==> config.mk <==
export PLATFORM = sky130hd
export DESIGN_NAME = thermal_migration_picker
export DESIGN_NICKNAME = d
export VERILOG_FILES = /design/src/hdl/tmp_pkg.sv /design/src/hdl/tmp_top_list.sv /design/src/hdl/tmp_proposer.sv /design/src/hdl/tmp_result_queue.sv /design/src/hdl/thermal_migration_picker.sv
export SDC_FILE = /design/constraint.sdc
export NUM_CORES = 1
export LEC_CHECK = 0
export ABC_AREA = 1
export BUFFER_PORTS_ARGS = -buffer_cell sky130_fd_sc_hd__buf_2
export CORE_MARGIN = 2
export CORE_UTILIZATION = 60
export DETAILED_ROUTE_END_ITERATION = 6
export MAX_ROUTING_LAYER = met4
export PLACE_DENSITY = 0.82
export SETUP_SLACK_MARGIN = 0.2
export SLEW_MARGIN = 5
export SYNTH_ARGS = -nofsm -noshare
export SYNTH_HDL_FRONTEND = slang
export SYNTH_SLANG_ARGS = --single-unit
==> constraint.sdc <==
create_clock -name aclk -period 4.9 [get_ports aclk]
set_clock_uncertainty 0.1 [all_clocks]
set_input_delay 0.98 -clock aclk [delete_from_list [all_inputs] [get_ports aclk]]
set_output_delay 0.98 -clock aclk [all_outputs]
set_load 0.005 [all_outputs]
==> src/hdl/tmp_pkg.sv <==
`default_nettype none
package tmp_pkg;

    localparam int NUM_CORES   = 16;
    localparam int TOP_DEPTH   = 4;
    localparam int TEMP_W      = 16;
    localparam int ID_W        = 6;
    localparam int CNT_W       = $clog2(NUM_CORES + 1);
    localparam int QCNT_W      = 2;

    localparam logic [TEMP_W-1:0] CRIT_RESET = 16'd10240;

    typedef struct packed {
        logic [TEMP_W-1:0] core_temp;
        logic              core_busy;
        logic              last_core;
    } in_item_t;

    typedef struct packed {
        logic            move_valid;
        logic [ID_W-1:0] source_core;
        logic [ID_W-1:0] target_core;
        logic            exchange;
        logic            run_end;
    } out_item_t;

    // one slot of the hottest-first list
    typedef struct packed {
        logic [TEMP_W-1:0] temp;
        logic [ID_W-1:0]   id;
        logic              busy;
    } entry_t;

    // list module -> proposer / top
    typedef struct packed {
        logic                        ends;    // current item closes the sweep
        logic                        enough;  // at least TOP_DEPTH cores incl. this one
        entry_t [TOP_DEPTH-1:0]      top;     // list after inserting the current item
    } sweep_t;

    // proposer -> result queue
    typedef struct packed {
        logic [QCNT_W-1:0] n;
        out_item_t [1:0]   res;
    } propose_t;

    typedef struct packed {
        logic [QCNT_W-1:0] count;
    } q_status_t;

endpackage
`default_nettype wire

==> src/hdl/tmp_top_list.sv <==
`default_nettype none
module tmp_top_list (
    input  wire logic              aclk,
    input  wire logic              aresetn,
    input  wire logic              accept,
    input  wire tmp_pkg::in_item_t item,
    output tmp_pkg::sweep_t        sweep
);

    tmp_pkg::entry_t [tmp_pkg::TOP_DEPTH-1:0] top_reg, top_next, top_ins;
    logic [tmp_pkg::CNT_W-1:0]                cnt_reg, cnt_next, cnt_inc;
    logic [tmp_pkg::TOP_DEPTH-1:0]            ins;
    tmp_pkg::entry_t                          new_e;
    logic                                     ends_w;

    always_comb begin
        new_e.temp = item.core_temp;
        new_e.id   = tmp_pkg::ID_W'(cnt_reg);
        new_e.busy = item.core_busy;

        // new item goes ahead of every filled slot that is strictly cooler
        for (int i = 0; i < tmp_pkg::TOP_DEPTH; i++) begin
            ins[i] = (cnt_reg <= tmp_pkg::CNT_W'(i)) || (top_reg[i].temp < item.core_temp);
        end

        for (int i = 0; i < tmp_pkg::TOP_DEPTH; i++) begin
            if (i > 0 && ins[(i > 0) ? i - 1 : 0]) begin
                top_ins[i] = top_reg[(i > 0) ? i - 1 : 0];
            end else if (ins[i]) begin
                top_ins[i] = new_e;
            end else begin
                top_ins[i] = top_reg[i];
            end
        end

        cnt_inc = cnt_reg + tmp_pkg::CNT_W'(1);
        ends_w  = item.last_core || (cnt_inc == tmp_pkg::CNT_W'(tmp_pkg::NUM_CORES));

        sweep.ends   = ends_w;
        sweep.enough = (cnt_inc >= tmp_pkg::CNT_W'(tmp_pkg::TOP_DEPTH));
        sweep.top    = top_ins;

        top_next = top_reg;
        cnt_next = cnt_reg;
        if (accept) begin
            if (ends_w) begin
                top_next = '0;
                cnt_next = '0;
            end else begin
                top_next = top_ins;
                cnt_next = cnt_inc;
            end
        end
    end

    always_ff @(posedge aclk) begin
        if (!aresetn) begin
            top_reg <= '0;
            cnt_reg <= '0;
        end else begin
            top_reg <= top_next;
            cnt_reg <= cnt_next;
        end
    end

endmodule
`default_nettype wire

==> src/hdl/tmp_proposer.sv <==
`default_nettype none
module tmp_proposer (
    input  wire tmp_pkg::sweep_t              sweep,
    input  wire logic [tmp_pkg::TEMP_W-1:0]   critical_temp,
    output tmp_pkg::propose_t                 prop
);

    logic               fire;
    tmp_pkg::out_item_t r_a, r_b, r_none;

    always_comb begin
        fire = sweep.enough && (sweep.top[0].temp > critical_temp);

        // hottest -> fourth hottest
        r_a.move_valid  = 1'b1;
        r_a.source_core = sweep.top[0].id;
        r_a.target_core = sweep.top[3].id;
        r_a.exchange    = sweep.top[3].busy;
        r_a.run_end     = 1'b0;

        // second -> third hottest
        r_b.move_valid  = 1'b1;
        r_b.source_core = sweep.top[1].id;
        r_b.target_core = sweep.top[2].id;
        r_b.exchange    = sweep.top[2].busy;
        r_b.run_end     = 1'b0;

        r_none         = '0;
        r_none.run_end = 1'b1;

        prop.res = '0;
        case ({fire && sweep.top[0].busy, fire && sweep.top[1].busy})
            2'b11: begin
                prop.n              = 2'd2;
                prop.res[0]         = r_a;
                prop.res[1]         = r_b;
                prop.res[1].run_end = 1'b1;
            end
            2'b10: begin
                prop.n              = 2'd1;
                prop.res[0]         = r_a;
                prop.res[0].run_end = 1'b1;
            end
            2'b01: begin
                prop.n              = 2'd1;
                prop.res[0]         = r_b;
                prop.res[0].run_end = 1'b1;
            end
            default: begin
                prop.n      = 2'd1;
                prop.res[0] = r_none;
            end
        endcase
    end

endmodule
`default_nettype wire

==> src/hdl/tmp_result_queue.sv <==
`default_nettype none
module tmp_result_queue (
    input  wire logic                       aclk,
    input  wire logic                       aresetn,
    input  wire logic [tmp_pkg::QCNT_W-1:0] push_n,
    input  wire tmp_pkg::out_item_t [1:0]   push_data,
    output logic                            m_valid,
    input  wire logic                       m_ready,
    output tmp_pkg::out_item_t              m_data,
    output tmp_pkg::q_status_t              status
);

    tmp_pkg::out_item_t [1:0]   q_reg, q_next;
    logic [tmp_pkg::QCNT_W-1:0] cnt_reg, cnt_next, cnt_pop;
    logic                       pop;

    assign m_valid      = (cnt_reg != '0);
    assign m_data       = q_reg[0];
    assign status.count = cnt_reg;
    assign pop          = m_valid && m_ready;

    always_comb begin
        q_next  = q_reg;
        cnt_pop = cnt_reg - tmp_pkg::QCNT_W'(pop);
        if (pop) begin
            q_next[0] = q_reg[1];
        end
        // two-entry pushes only arrive when the queue drains empty
        case (push_n)
            2'd1: q_next[cnt_pop[0]] = push_data[0];
            2'd2: begin
                q_next[0] = push_data[0];
                q_next[1] = push_data[1];
            end
            default: ;
        endcase
        cnt_next = cnt_pop + push_n;
    end

    always_ff @(posedge aclk) begin
        if (!aresetn) begin
            cnt_reg <= '0;
        end else begin
            cnt_reg <= cnt_next;
        end
    end

    always_ff @(posedge aclk) begin
        q_reg <= q_next;
    end

endmodule
`default_nettype wire

==> src/hdl/thermal_migration_picker.sv <==
`default_nettype none
// Channel  Direction  Ports                       Payload
// s_       in         s_valid s_ready s_data      tmp_pkg::in_item_t, one core per transaction
// m_       out        m_valid m_ready m_data      tmp_pkg::out_item_t, one proposal per transaction
// cfg_     in         cfg_valid cfg_ready cfg_data critical_temp, 16 bits
//
// Cycles: one core per cycle while s_ready is high. Insert into the four-entry list and
//   the proposal are one pass of logic; results land in a two-entry output queue.
// The sweep-closing transaction is taken only with the queue empty; its
//   one or two results then drain at one per cycle while m_ready is high.
// Reset (aresetn low, synchronous): list, core count and queue cleared,
//   critical_temp = 10240 (80 C).
// Mid-sweep cores keep flowing while results wait on m_ready.
module thermal_migration_picker (
    input  wire logic                     aclk,
    input  wire logic                     aresetn,

    input  wire logic                     s_valid,
    output logic                          s_ready,
    input  wire tmp_pkg::in_item_t        s_data,

    output logic                          m_valid,
    input  wire logic                     m_ready,
    output tmp_pkg::out_item_t            m_data,

    input  wire logic                     cfg_valid,
    output logic                          cfg_ready,
    input  wire logic [tmp_pkg::TEMP_W-1:0] cfg_data
);

    logic [tmp_pkg::TEMP_W-1:0] crit_reg;
    tmp_pkg::sweep_t            sweep;
    tmp_pkg::propose_t          prop;
    tmp_pkg::q_status_t         q_status;
    logic                       s_accept;
    logic                       end_accept;
    logic [tmp_pkg::QCNT_W-1:0] push_n;

    // threshold register, always writable
    assign cfg_ready = 1'b1;

    always_ff @(posedge aclk) begin
        if (!aresetn) begin
            crit_reg <= tmp_pkg::CRIT_RESET;
        end else if (cfg_valid && cfg_ready) begin
            crit_reg <= cfg_data;
        end
    end

    // only the closing core needs queue room
    assign s_ready    = !sweep.ends || (q_status.count == '0);
    assign s_accept   = s_valid && s_ready;
    assign end_accept = s_accept && sweep.ends;
    assign push_n     = end_accept ? prop.n : '0;

    tmp_top_list u_list (
        .aclk    (aclk),
        .aresetn (aresetn),
        .accept  (s_accept),
        .item    (s_data),
        .sweep   (sweep)
    );

    tmp_proposer u_prop (
        .sweep         (sweep),
        .critical_temp (crit_reg),
        .prop          (prop)
    );

    tmp_result_queue u_queue (
        .aclk      (aclk),
        .aresetn   (aresetn),
        .push_n    (push_n),
        .push_data (prop.res),
        .m_valid   (m_valid),
        .m_ready   (m_ready),
        .m_data    (m_data),
        .status    (q_status)
    );

    // queue never holds more than two results
    a_q_bound: assert property (@(posedge aclk) disable iff (!aresetn)
        q_status.count <= 2'd2)
        else $error("result queue overflow");

    // a closed sweep always yields a result next cycle
    a_end_result: assert property (@(posedge aclk) disable iff (!aresetn)
        end_accept |=> m_valid)
        else $error("sweep closed without result");

    // the no-proposal result has zero cores and no exchange, and ends the sweep
    a_invalid_form: assert property (@(posedge aclk) disable iff (!aresetn)
        (m_valid && !m_data.move_valid) |->
            (m_data.run_end && m_data.source_core == '0 &&
             m_data.target_core == '0 && !m_data.exchange))
        else $error("malformed invalid result");

    // input stalls only while results are pending
    a_stall_cause: assert property (@(posedge aclk) disable iff (!aresetn)
        !s_ready |-> m_valid)
        else $error("input stalled with empty queue");

endmodule
`default_nettype wire
---- Yosys cells after proc, flatten, opt, wreduce, memory -nomap -nowiden ----
Cells that the tools add are included.
W data, S select, Z words.
storage, ports and cells
  logic and storage cells ................. 87
  flip-flop bits (word level) ............. 145
  output and inout port bits .............. 18
  input bits .............................. 39
cells by class
  multiplexer cells ....................... 18
  reductions and logical operators ........ 23
  add/sub/neg operators ................... 3
  eq/ne operators ......................... 6
  $lt $le $gt $ge ......................... 12
operators with widths
  cell                   number
  $mux W23               7
  $mux W92               1
  $lt A16 B16 Y1         4
  $pmux W30 S2           1
  $mux W15               3
  $pmux W15 S3           1
  $bwmux W30             1
  $gt A16 B16 Y1         1
  $demux W15 S1          1
  $le A5 B1 Y1 const B   2
  $le A5 B2 Y1 const B   2
  $reduce_bool A3 Y1     3
  $logic_and A1 B1 Y1    7
  $eq A2 B2 Y1 const B   3
  $logic_or A1 B1 Y1     6
  $reduce_and A2 Y1      3
  $add A5 B1 Y5 const B  1
  $eq A5 B5 Y1 const B   1
  $ge A5 B3 Y1 const B   1
  $mux W5                1
  $eq A2 B1 Y1 const B   2
  $mux W2                2
  $reduce_bool A2 Y1     2
  $add A2 B2 Y2          1
  5 further kinds        5

---- Depth between registers and ports, before layout ----
Gate-level depths: netlist of run 1.
  depth in word-level cells ............... 11
  mapped depth ............................ 31
  gate-level depth less buffers ........... 29

---- Cells and area by module ----
From an unflattened synthesis of run 1, not the netlist that was laid out.
second synthesis, totals
  cell total of the unflattened synthesis .. 1,653
  area, all modules ....................... 11,056.9 um^2
by module, submodules not included
  module                    area each (um^2)  sequential area each (um^2)  times used  cells each
  tmp_top_list              7,616.1           1,941.9                      1           1,159
  tmp_result_queue          2,029.4           790.8                        1           272
  tmp_proposer              805.8             0.0                          1           141
  thermal_migration_picker  605.6             320.3                        1           81

---- Worst setup path after synthesis of run 1 ----
Ideal clock, no wire load.
  kind .................................... input to register
  start point ............................. input s_data[7] (netlist name)
  end point ............................... register u_queue.cnt_reg (netlist bit u_queue.status[1])
  data arrival time ....................... 4.359 ns
  stages on the path ...................... 28
  buffers on the path ..................... 2
  setup slack ............................. 0.313 ns
  required time ........................... 4.672 ns
  library setup time ...................... 0.128 ns
  cell sequence ........................... inv_1 ha_1 a21oi_1 nor2_1 nor3_1 nand2_1 nand2_1 nand2_1 nand2_2 inv_2 buf_2 buf_2 nand2_1 o21ai_0 ha_1 nand2_1 inv_1 nand3_1 nor3_1 nand2_1 a21oi_2 nand4_4 nand2_2 inv_1 ha_1 xor2_1 xor2_1 nor2_1
on the way
  word-level cells in the longest chain between the ends .. 10
  elaborated cells on any way between the ends .. 15
  those cells by class .................... add/sub (1); order compare (3); eq/ne (1); mux (5); reduce/logical (5)
RTL lines
  item                  RTL line                        RTL
  from (decl)           thermal_migration_picker.sv:20  input wire tmp_pkg::in_item_t s_data,
  $lt A16 B16 Y1        tmp_top_list.sv:23              ins[i] = (cnt_reg <= tmp_pkg::CNT_W'(i)) || (top_reg[i].temp < item.core_temp);
  $logic_or A1 B1 Y1    tmp_top_list.sv:23
  $mux W23              tmp_top_list.sv:29              end else if (ins[i]) begin
  $gt A16 B16 Y1        tmp_proposer.sv:12              fire = sweep.enough && (sweep.top[0].temp > critical_temp);
  $logic_and A1 B1 Y1   tmp_proposer.sv:12
  $logic_and A1 B1 Y1   tmp_proposer.sv:32              case ({fire && sweep.top[0].busy, fire && sweep.top[1].busy})
  $eq A2 B2 Y1 (*)      tmp_proposer.sv:32
  $mux W2 (*)           tmp_proposer.sv:32
  $mux W2 (*)           thermal_migration_picker.sv:54  assign push_n = end_accept ? prop.n : '0;
  $add A2 B2 Y2 (*)     tmp_result_queue.sv:37          cnt_next = cnt_pop + push_n;
  to (signal assigned)  tmp_result_queue.sv:44          cnt_reg <= cnt_next;
  to (decl)             tmp_result_queue.sv:14          logic [tmp_pkg::QCNT_W-1:0] cnt_reg, cnt_next, cnt_pop;
Mark *: on every way between the ends. The rest lies on a longest branch, timed or not. The select of a mux whose other input is x is not followed.
A chain may end at the register's enable or synchronous reset.

==> out/metrics.cfg, run 1 <==
[outcome]
status=completed

[critical_path]
crit_arrival_ns=4.49
required_ns=4.98
startpoint=s_data[15]
critPathLaunchType=input pin
path_common_cell=nand2_1
reg2reg_to=u_queue.q_reg[24]
crit_path_cell_trace=buf_2, inv_1, ha_1, nand2_1, nor4_2, nand2_1, nand2_1, nand2_2, inv_8, buf_4, nand2_1, o21ai_1, ha_1, nand2_1, o21ai_1, a21oi_1, a21oi_2, buf_6, nand4_4, buf_4, inv_2, nand2_2, buf_12, o211ai_1
endpoint=u_queue.q_reg[24]
rrSetupSlack_ns=0.73
critPathKind=in2reg
end_kind=flip-flop
crit_path_max_fanout=27
rr_worst_depth=22
crit_path_top_delay_cell=nor4_2
cpPeakStageDelay_ns=0.34
r2r_start=u_list.top_reg[20]

[floorplan]
die_h_microns=128.4
core_area_sq_um=15150
start_util_pct=61.35
die-area_sq_um=16500
pin_count=57
die_width_microns=128.4
num_rows=45

[timing]
timing.final.crit_period_ns=4.411
post-route-period-util_pct=90.02
rsz0062_at_grt=no
fmax_ghz=0.2267
setup_violations=0
hold_viol=0
drv_slew=0
whs_ns=0.3616
maxSlewHeadroom_pct=39.64
worst_pin_slew_ns=0.9041

[placed_design]
place_area_sq_um=9666
portBuffers=55
gp_congestion=0.9304
hpwl_mm=17.66

[detailed_routing]
routedWlPerCell_microns=15.82
drt_wl_total_mm=24.86
num_vias=9180
drc_errors=0
viasPerCell=5.840
drtPass1Iterations=6
ant_nets=0
first_iter_violations=720

[clock_tree]
clkTransAtPathRegs_ns=0.06
cts_htree_levels=4
cts_tree=built
ctsHoldBuffers=0
root_buffer=clkbuf_16
cts_buffers=17
insertion_delay_ns=0.44
cts.sink_count=145
clock_path_buffers=2

[global_route]
overflow=0
grt_usage_pct=32.42
grt_max_degree=48
grt_pass1_wl_mm=41.63
grt_pass1_vias=8843
antenna_found_initial=0

[yosys]
synth_top_area_share_pct=28.01
yosysTopAreaCell=dfxtp_1
ys_warn_count=0
synth.area.top_cells=dfxtp_1, nand2_1, ha_1, a21oi_1, o21ai_0
ys_ff_latch=145
synthTopCellsByCount=nand2_1, a21oi_1, o21ai_0, dfxtp_1, inv_1
synth_edf_count=15
async_reset_ff_share_pct=0
synth_cells=1340
syn_nets=1462
synth.distinct_cells=50
syn-cell-area_sq_um=9291
yosysMostFrequentCell=nand2_1
ys_seq_area_share_pct=32.86
ys.flop_type=dfxtp_1
avgSynthCellArea_sq_um=6.934

[power]
p_total_mw=3.911
leakagePower_nw=4.509
ir_drop_uv=269.0
p_per_area_nw_per_um2=377.3

[cells_and_area]
post-route-util_pct=68.43
antenna_cells=0
syn_to_final_growth_pct=11.55
fin_area_sq_um=10360
final_net_count=1493
largest_reg_flops=92
drive_above_1_share_pct=12.72

[worst_hold_path]
min_from=u_list.top_reg[3]
min_path_type=reg2reg

[job]
cap_violations=0

==> critical path, delay by kind of cell <==
kind            cells  cell delay, ns
buf+inv             8            1.05
compound gates      5            0.60
simple gates        9            1.26
fa+ha+maj           2            0.57
==> worst min path at each step <==
stage                         end  cells after the start
6_report        u_list.top_reg[3]                      2
5_1_grt        u_list.top_reg[24]                      2
4_1_cts         u_list.top_reg[3]                      2
3_5_place_dp    u_list.top_reg[3]                      2
3_3_place_gp   u_list.top_reg[70]                      2
2_1_floorplan        crit_reg[15]                      2
==> layer usage <==
layer  GRT usage (%)  up-vias  wire, microns
met2           55.26      402          12060
met3           5.156      115           1523
met4           20.69        0           1551
met1           35.20     4163           9725
li1                -     4500              -
met5               -        -              0
==> power by group <==
group	internal, mW	switching (mW)	total, mW
clock network	0.908	0.517	1.42
registers	1.34	0.0780	1.42
logic	0.391	0.674	1.06
total	2.64	1.27	3.91
==> layout make-up <==
cell class,instances,area (sq um)
multi-input cells,999,5400
fillers,1280,4781
flip-flops and latches,145,3053
clock buffers,26,573.1
repair buffers,92,573.1
inverters,116,445.4
well taps,188,235.2
clock inverters,6,85.08
==> kinds of logic (layout without fill, tap and decap cells) <==
logic type	after synthesis	in the layout	share of synthesized area (%)
AO/OA/AOI/OAI	369	369	21.82
XOR/XNOR	6	6	0.7272
adder cells (fa/ha/maj)	83	83	11.18
buffers and inverters	196	240	9.251
flip-flops	145	145	32.86
multiplexers	2	2	0.2155
other	1	1	0.04036
AND/OR/NAND/NOR	538	538	23.92
==> cells in the final DEF (no fill, tap or decap), types with 4 or more instances in the layout <==
master	count
a21oi_1	153
clkbuf_8	5
nor2_2	4
o211ai_1	26
nand3_1	36
dfxtp_1	130
inv_1	103
buf_2	55
nor3_1	5
nand2_1	399
a21boi_1	5
nand2_2	5
buf_4	34
o21ai_0	126
o21ai_1	25
a31oi_1	7
inv_2	11
o22ai_1	10
o21a_1	4
clkbuf_16	20
or2_2	11
ha_1	83
edfxtp_1	15
nor2_1	58
==> through the flow <==
stage	cells	setup TNS (ns)	worst slack [ns]
floorplan	1340	0	0.3130
global placement	1539	-0.3052	-0.05944
detailed placement	1539	-1.422	-0.1614
CTS	1571	0	0.3071
global route	1572	0	0.1532
finish	1572	0	0.4891
==> repair_timing <==
item / in CTS / in global routing
gates resized for setup: 1 / 21
setup buffers: 0 / 1
setup endpoints to repair: 1 / 22
pin swaps: 0 / 5
(Power assumes the default switching activity.)
==> run 2: changes to the inputs <==
--- a/config.mk
+++ b/config.mk
@@ -7,11 +7,12 @@
 export LEC_CHECK = 0
 export ABC_AREA = 1
 export BUFFER_PORTS_ARGS = -buffer_cell sky130_fd_sc_hd__buf_2
+export CORE_ASPECT_RATIO = 0.6
 export CORE_MARGIN = 2
 export CORE_UTILIZATION = 60
 export DETAILED_ROUTE_END_ITERATION = 6
 export MAX_ROUTING_LAYER = met4
-export PLACE_DENSITY = 0.82
+export PLACE_DENSITY = 0.77
 export SETUP_SLACK_MARGIN = 0.2
 export SLEW_MARGIN = 5
 export SYNTH_ARGS = -nofsm -noshare
==> run 2 against run 1 <==
Cell area is 1.5% higher. Utilization is 0.57 points higher. Final cell count is 2.2% higher. Clock-buffer cell count is 8 lower. Clock power is 12% lower. Routed wire length is 9.4% higher. Critical endpoint is now u_queue.q_reg[26]. Largest power group unchanged.
==> out/metrics.cfg, run 2 (synthesis results as in run 1) <==
[global_route]
grt_max_degree=46
antenna_found_initial=0
grt_pass1_vias=7766
overflow=0
grt_usage_pct=33.72
grt_pass1_wl_mm=42.15

[critical_path]
crit_path_max_fanout=11
path_common_cell=nand2_1
cpPeakStageDelay_ns=0.32
rrSetupSlack_ns=0.49
crit_family=simple AND/OR/NAND/NOR gates
critPathKind=in2reg
end_kind=flip-flop
crit_path_top_delay_cell=ha_1
required_ns=4.97
timing.critical_path.buf_inv=7
crit_arrival_ns=4.66
critPathLaunchType=input pin

[timing]
post-route-period-util_pct=93.61
hold_viol=0
drv_slew=0
setup_violations=0
maxSlewHeadroom_pct=41.80
worst_pin_slew_ns=0.8730
fmax_ghz=0.2180
final.setup.worst_slack_ns=0.3133
rsz0062_at_grt=no
timing.final.crit_period_ns=4.587

[placed_design]
portBuffers=55
place_area_sq_um=9842
gp_congestion=0.8806
pre_cts_slack_ns=-0.1086
hpwl_mm=19.34
dp.cells=1570

[floorplan]
die_h_microns=100.4
start_util_pct=60.97
num_rows=35
core_area_sq_um=15240
die_width_microns=164.7
pin_count=57
die-area_sq_um=16530

[detailed_routing]
routedWlPerCell_microns=16.92
first_iter_violations=1324
drtPass1Iterations=6
drc_errors=0
num_vias=9371
viasPerCell=5.831
drt_wl_total_mm=27.20
ant_nets=0

[cells_and_area]
stdcell_count=1607
largest_reg_flops=92
layout_common_cells=nand2_1, a21oi_1, dfxtp_1
antenna_cells=0
drive_above_1_share_pct=14.32
syn_to_final_growth_pct=13.18
layout_commonest_cell=nand2_1
fin_area_sq_um=10520
final_net_count=1513
post-route-util_pct=69.01

[clock_tree]
cts_htree_levels=4
ctsHoldBuffers=0
cts_buffers=17
insertion_delay_ns=0.43
root_buffer=clkbuf_16
clkTransAtPathRegs_ns=0.06
cts.sink_count=145
clock_path_buffers=2
cts_tree=built

[worst_hold_path]
min_path_type=reg2reg

[power]
p_per_area_nw_per_um2=361.8
leakagePower_nw=4.564
p_total_mw=3.805
ir_drop_uv=227.1

[job]
cap_violations=0

[outcome]
status=completed

run 2: power breakdown:
group          internal [mW]  switching [mW]
combinational          0.414           0.721
sequential              1.34          0.0822
clock                  0.677           0.569
run 2: final cells by class:
| class | instances | area, sq um |
|---|---|---|
| clock buffers | 18 | 439.2 |
| inverters | 116 | 441.7 |
| fillers | 1312 | 4723 |
| repair buffers | 111 | 749.5 |
| well taps | 203 | 254.0 |
| multi-input cells | 999 | 5450 |
| flip-flops and latches | 145 | 3053 |
| clock inverters | 14 | 121.4 |
| repair inverters | 1 | 7.507 |
run 2: metal layers:
metal / track usage (%) / part of all wire (%) / wire length, microns / vias up
met5: - / 0 / 0 / -
met4: 6.756 / 1.1 / 294 / 0
met3: 5.331 / 14 / 3692 / 37
met2: 42.00 / 37 / 10040 / 518
met1: 55.10 / 48 / 13170 / 4251
li1: - / - / - / 4565
run 2: path summary, 6_finish.rpt:
kind                                    startpoint            endpoint  depth (start not counted)
worst min register to register  u_list.top_reg[53]  u_list.top_reg[53]                          2
worst min-delay path            u_list.top_reg[53]  u_list.top_reg[53]                          2
worst max-delay path                     s_data[7]   u_queue.q_reg[26]                         28
worst max register to register  u_list.top_reg[12]   u_queue.q_reg[26]                         26
run 2: timing repair:
| item | 4_1_cts | 5_1_grt |
|---|---|---|
| setup buffers | 0 | 4 |
| endpoints found under the setup margin | 0 | 29 |
| gates resized for setup | 0 | 30 |
run 2: worst reg2reg max path, stage by stage (launching register included):
cell,delay [ns]
dfxtp_1,0.57
ha_4,0.28
a21oi_2,0.11
nor2_1,0.05
nor3_1,0.18
nand2_1,0.17
nand2_1,0.13
nand2_1,0.09
nand2_2,0.08
inv_2,0.07
buf_12,0.14
buf_4,0.14
nand2_1,0.05
o21ai_1,0.10
ha_1,0.32
a21oi_1,0.07
o21ai_1,0.13
nand2_1,0.07
o211ai_1,0.09
nand2_1,0.12
a21oi_4,0.29
nand4_4,0.14
buf_6,0.17
nand2_4,0.10
clkinvlp_4,0.20
a22oi_2,0.17
nand2_1,0.06
run 2: through the flow:
stage	hold slack, ns	setup TNS [ns]
floorplan	0.3353	0
global placement	0.3498	-0.09136
detailed placement	0.3574	-1.261
CTS	0.3673	0
global route	0.3825	0
finish	0.3671	0
==> run 3: changes to the inputs <==
==> constraint.sdc (replaced) <==
create_clock -name aclk -period 4.9 [get_ports aclk]
set_clock_uncertainty 0.1 [all_clocks]
set_input_delay 0.49 -clock aclk [delete_from_list [all_inputs] [get_ports aclk]]
set_output_delay 0.49 -clock aclk [all_outputs]
set_load 0.005 [all_outputs]
==> run 3 against run 2 <==
Critical path depth shrank 4. Final cell count down 1.4%. Combinational power about the same. Sequential cell count stayed put. Cell area shrank 2.0%. Fmax grew 3.6%. Power rose by 1.8%. Clock power up 8%. Worst hold slack worse by 0.18 ns. Largest cell class unchanged.
==> out/metrics.cfg, run 3 (synthesis results as in run 1) <==
[timing]
drv_slew=0
whs_ns=0.1868
setup_violations=0
maxSlewHeadroom_pct=51.11
timing.final.crit_period_ns=4.426
post-route-period-util_pct=90.33
rsz0062_at_grt=no
fmax_ghz=0.2259
hold_viol=0
worst_pin_slew_ns=0.7256
finalSetupTns_ns=0

[placed_design]
hpwl_mm=19.42
portBuffers=55
gp_congestion=0.9286
place_area_sq_um=9662

[critical_path]
crit_arrival_ns=4.49
required_ns=4.96
path_common_cell=nand2_1
critPathKind=reg2reg
cpPeakStageDelay_ns=0.39
end_kind=flip-flop
critPathLaunchType=flip-flop
r2r_start=u_list.top_reg[20]
rr_worst_depth=24
crit_path_top_delay_cell=dfxtp_1
startpoint=u_list.top_reg[20]
crit_path_cell_trace=ha_1, nand2_1, nor4_2, nand2_1, nand2_1, nand2_2, inv_2, buf_12, o21ai_0, ha_1, nand2_1, nor2_1, nand4_1, nor3_1, nand2_1, o31ai_1, a21oi_2, buf_4, nand2_1, inv_2, nand2_1, o21ai_0, nand2_1, o211ai_1
crit_path_max_fanout=28

[global_route]
grt_pass1_vias=8155
grt_usage_pct=34.80
antenna_found_initial=0
grt_pass1_wl_mm=43.58
overflow=0
grt_max_degree=40

[cells_and_area]
syn_to_final_growth_pct=10.96
fin_area_sq_um=10310
antenna_cells=0
post-route-util_pct=67.65
layout_common_cells=nand2_1, a21oi_1, o21ai_0
layout_commonest_cell=nand2_1
final_net_count=1491
drive_above_1_share_pct=12.59
largest_reg_flops=92

[floorplan]
num_rows=35
die_h_microns=100.4
core_area_sq_um=15240
start_util_pct=60.97
die-area_sq_um=16530
pin_count=57
die_width_microns=164.7

[detailed_routing]
first_iter_violations=1233
ant_nets=0
num_vias=9243
top_layer=met4
viasPerCell=5.832
routed-wl-met2_mm=9.714
wl_met3_mm=4.022
routedWlPerCell_microns=17.05
wl_met1_mm=13.04
drt_wl_total_mm=27.03
drtPass1Iterations=5
drc_errors=0

[clock_tree]
root_buffer=clkbuf_16
cts.sink_count=145
insertion_delay_ns=0.42
cts_buffers=17
clkTransAtPathRegs_ns=0.07
clock_path_buffers=2
cts_htree_levels=4
cts_tree=built

[worst_hold_path]
min_from=cfg_data[11]
hold_depth=3
min_path_type=in2reg

[power]
leakagePower_nw=4.467
p_per_area_nw_per_um2=375.8
ir_drop_uv=235.0

[job]
cap_violations=0

[outcome]
status=completed

[run 3: cell count changes in the layout (fill, tap and decap cells not counted), moves of 3 or more]
cell     previous run  this run
inv_8               3         0
o21ai_0           125       131
buf_12              4         1
o21ai_1            26        19
buf_4              50        33
[run 3: path summary, 6_finish.rpt]
check | slack, ns | to
hold / removal | 0.19 | crit_reg[11]
setup reg to reg | 0.47 | u_queue.q_reg[22]
hold reg to reg | 0.37 | u_list.top_reg[70]
setup / recovery | 0.47 | u_queue.q_reg[22]
[run 3: metrics by stage]
stage	setup WS, ns	total power [mW]	cells
floorplan	0.8030	2.275	1340
global placement	0.3425	2.472	1551
detailed placement	0.1797	2.498	1551
CTS	0.3189	3.837	1583
global route	0.2141	4.083	1585
finish	0.4737	3.875	1585
[run 3: routing by layer]
layer / vias to the layer above / GRT usage (%)
met5: - / -
met4: 0 / 5.552
met3: 32 / 7.107
met2: 562 / 43.77
met1: 4140 / 56.17
li1: 4509 / -
[run 3: cell type report]
class                           count  area, sq um
Multi-Input combinational cell    999         5399
Timing Repair inverter              1        7.507
Inverter                          116        441.7
Clock inverter                     10        123.9
Fill cell                        1301         4930
Tap cell                          203        254.0
Sequential cell                   145         3055
Timing Repair Buffer               89        543.0
Clock buffer                       22        485.5
[run 3: power breakdown]
part | internal (mW) | total (mW) | switching, mW
registers | 1.34 | 1.43 | 0.0832
logic | 0.390 | 1.10 | 0.706
clock network | 0.814 | 1.35 | 0.538
[run 3: worst max-delay path, delay by kind of cell (launching register included)]
kind / cells / cell delay [ns]
buffers and inverters: 4 / 0.67
AOI/OAI and AO/OA: 5 / 0.52
adders and majority gates: 2 / 0.67
DFF: 1 / 0.39
and+or+nand+nor: 13 / 1.83
[run 3: repair_timing]
action	4_1_cts	5_1_grt
buffers inserted	0	1
gates resized for setup	0	15
endpoints found under the setup margin	0	27
hold buffers	0	0
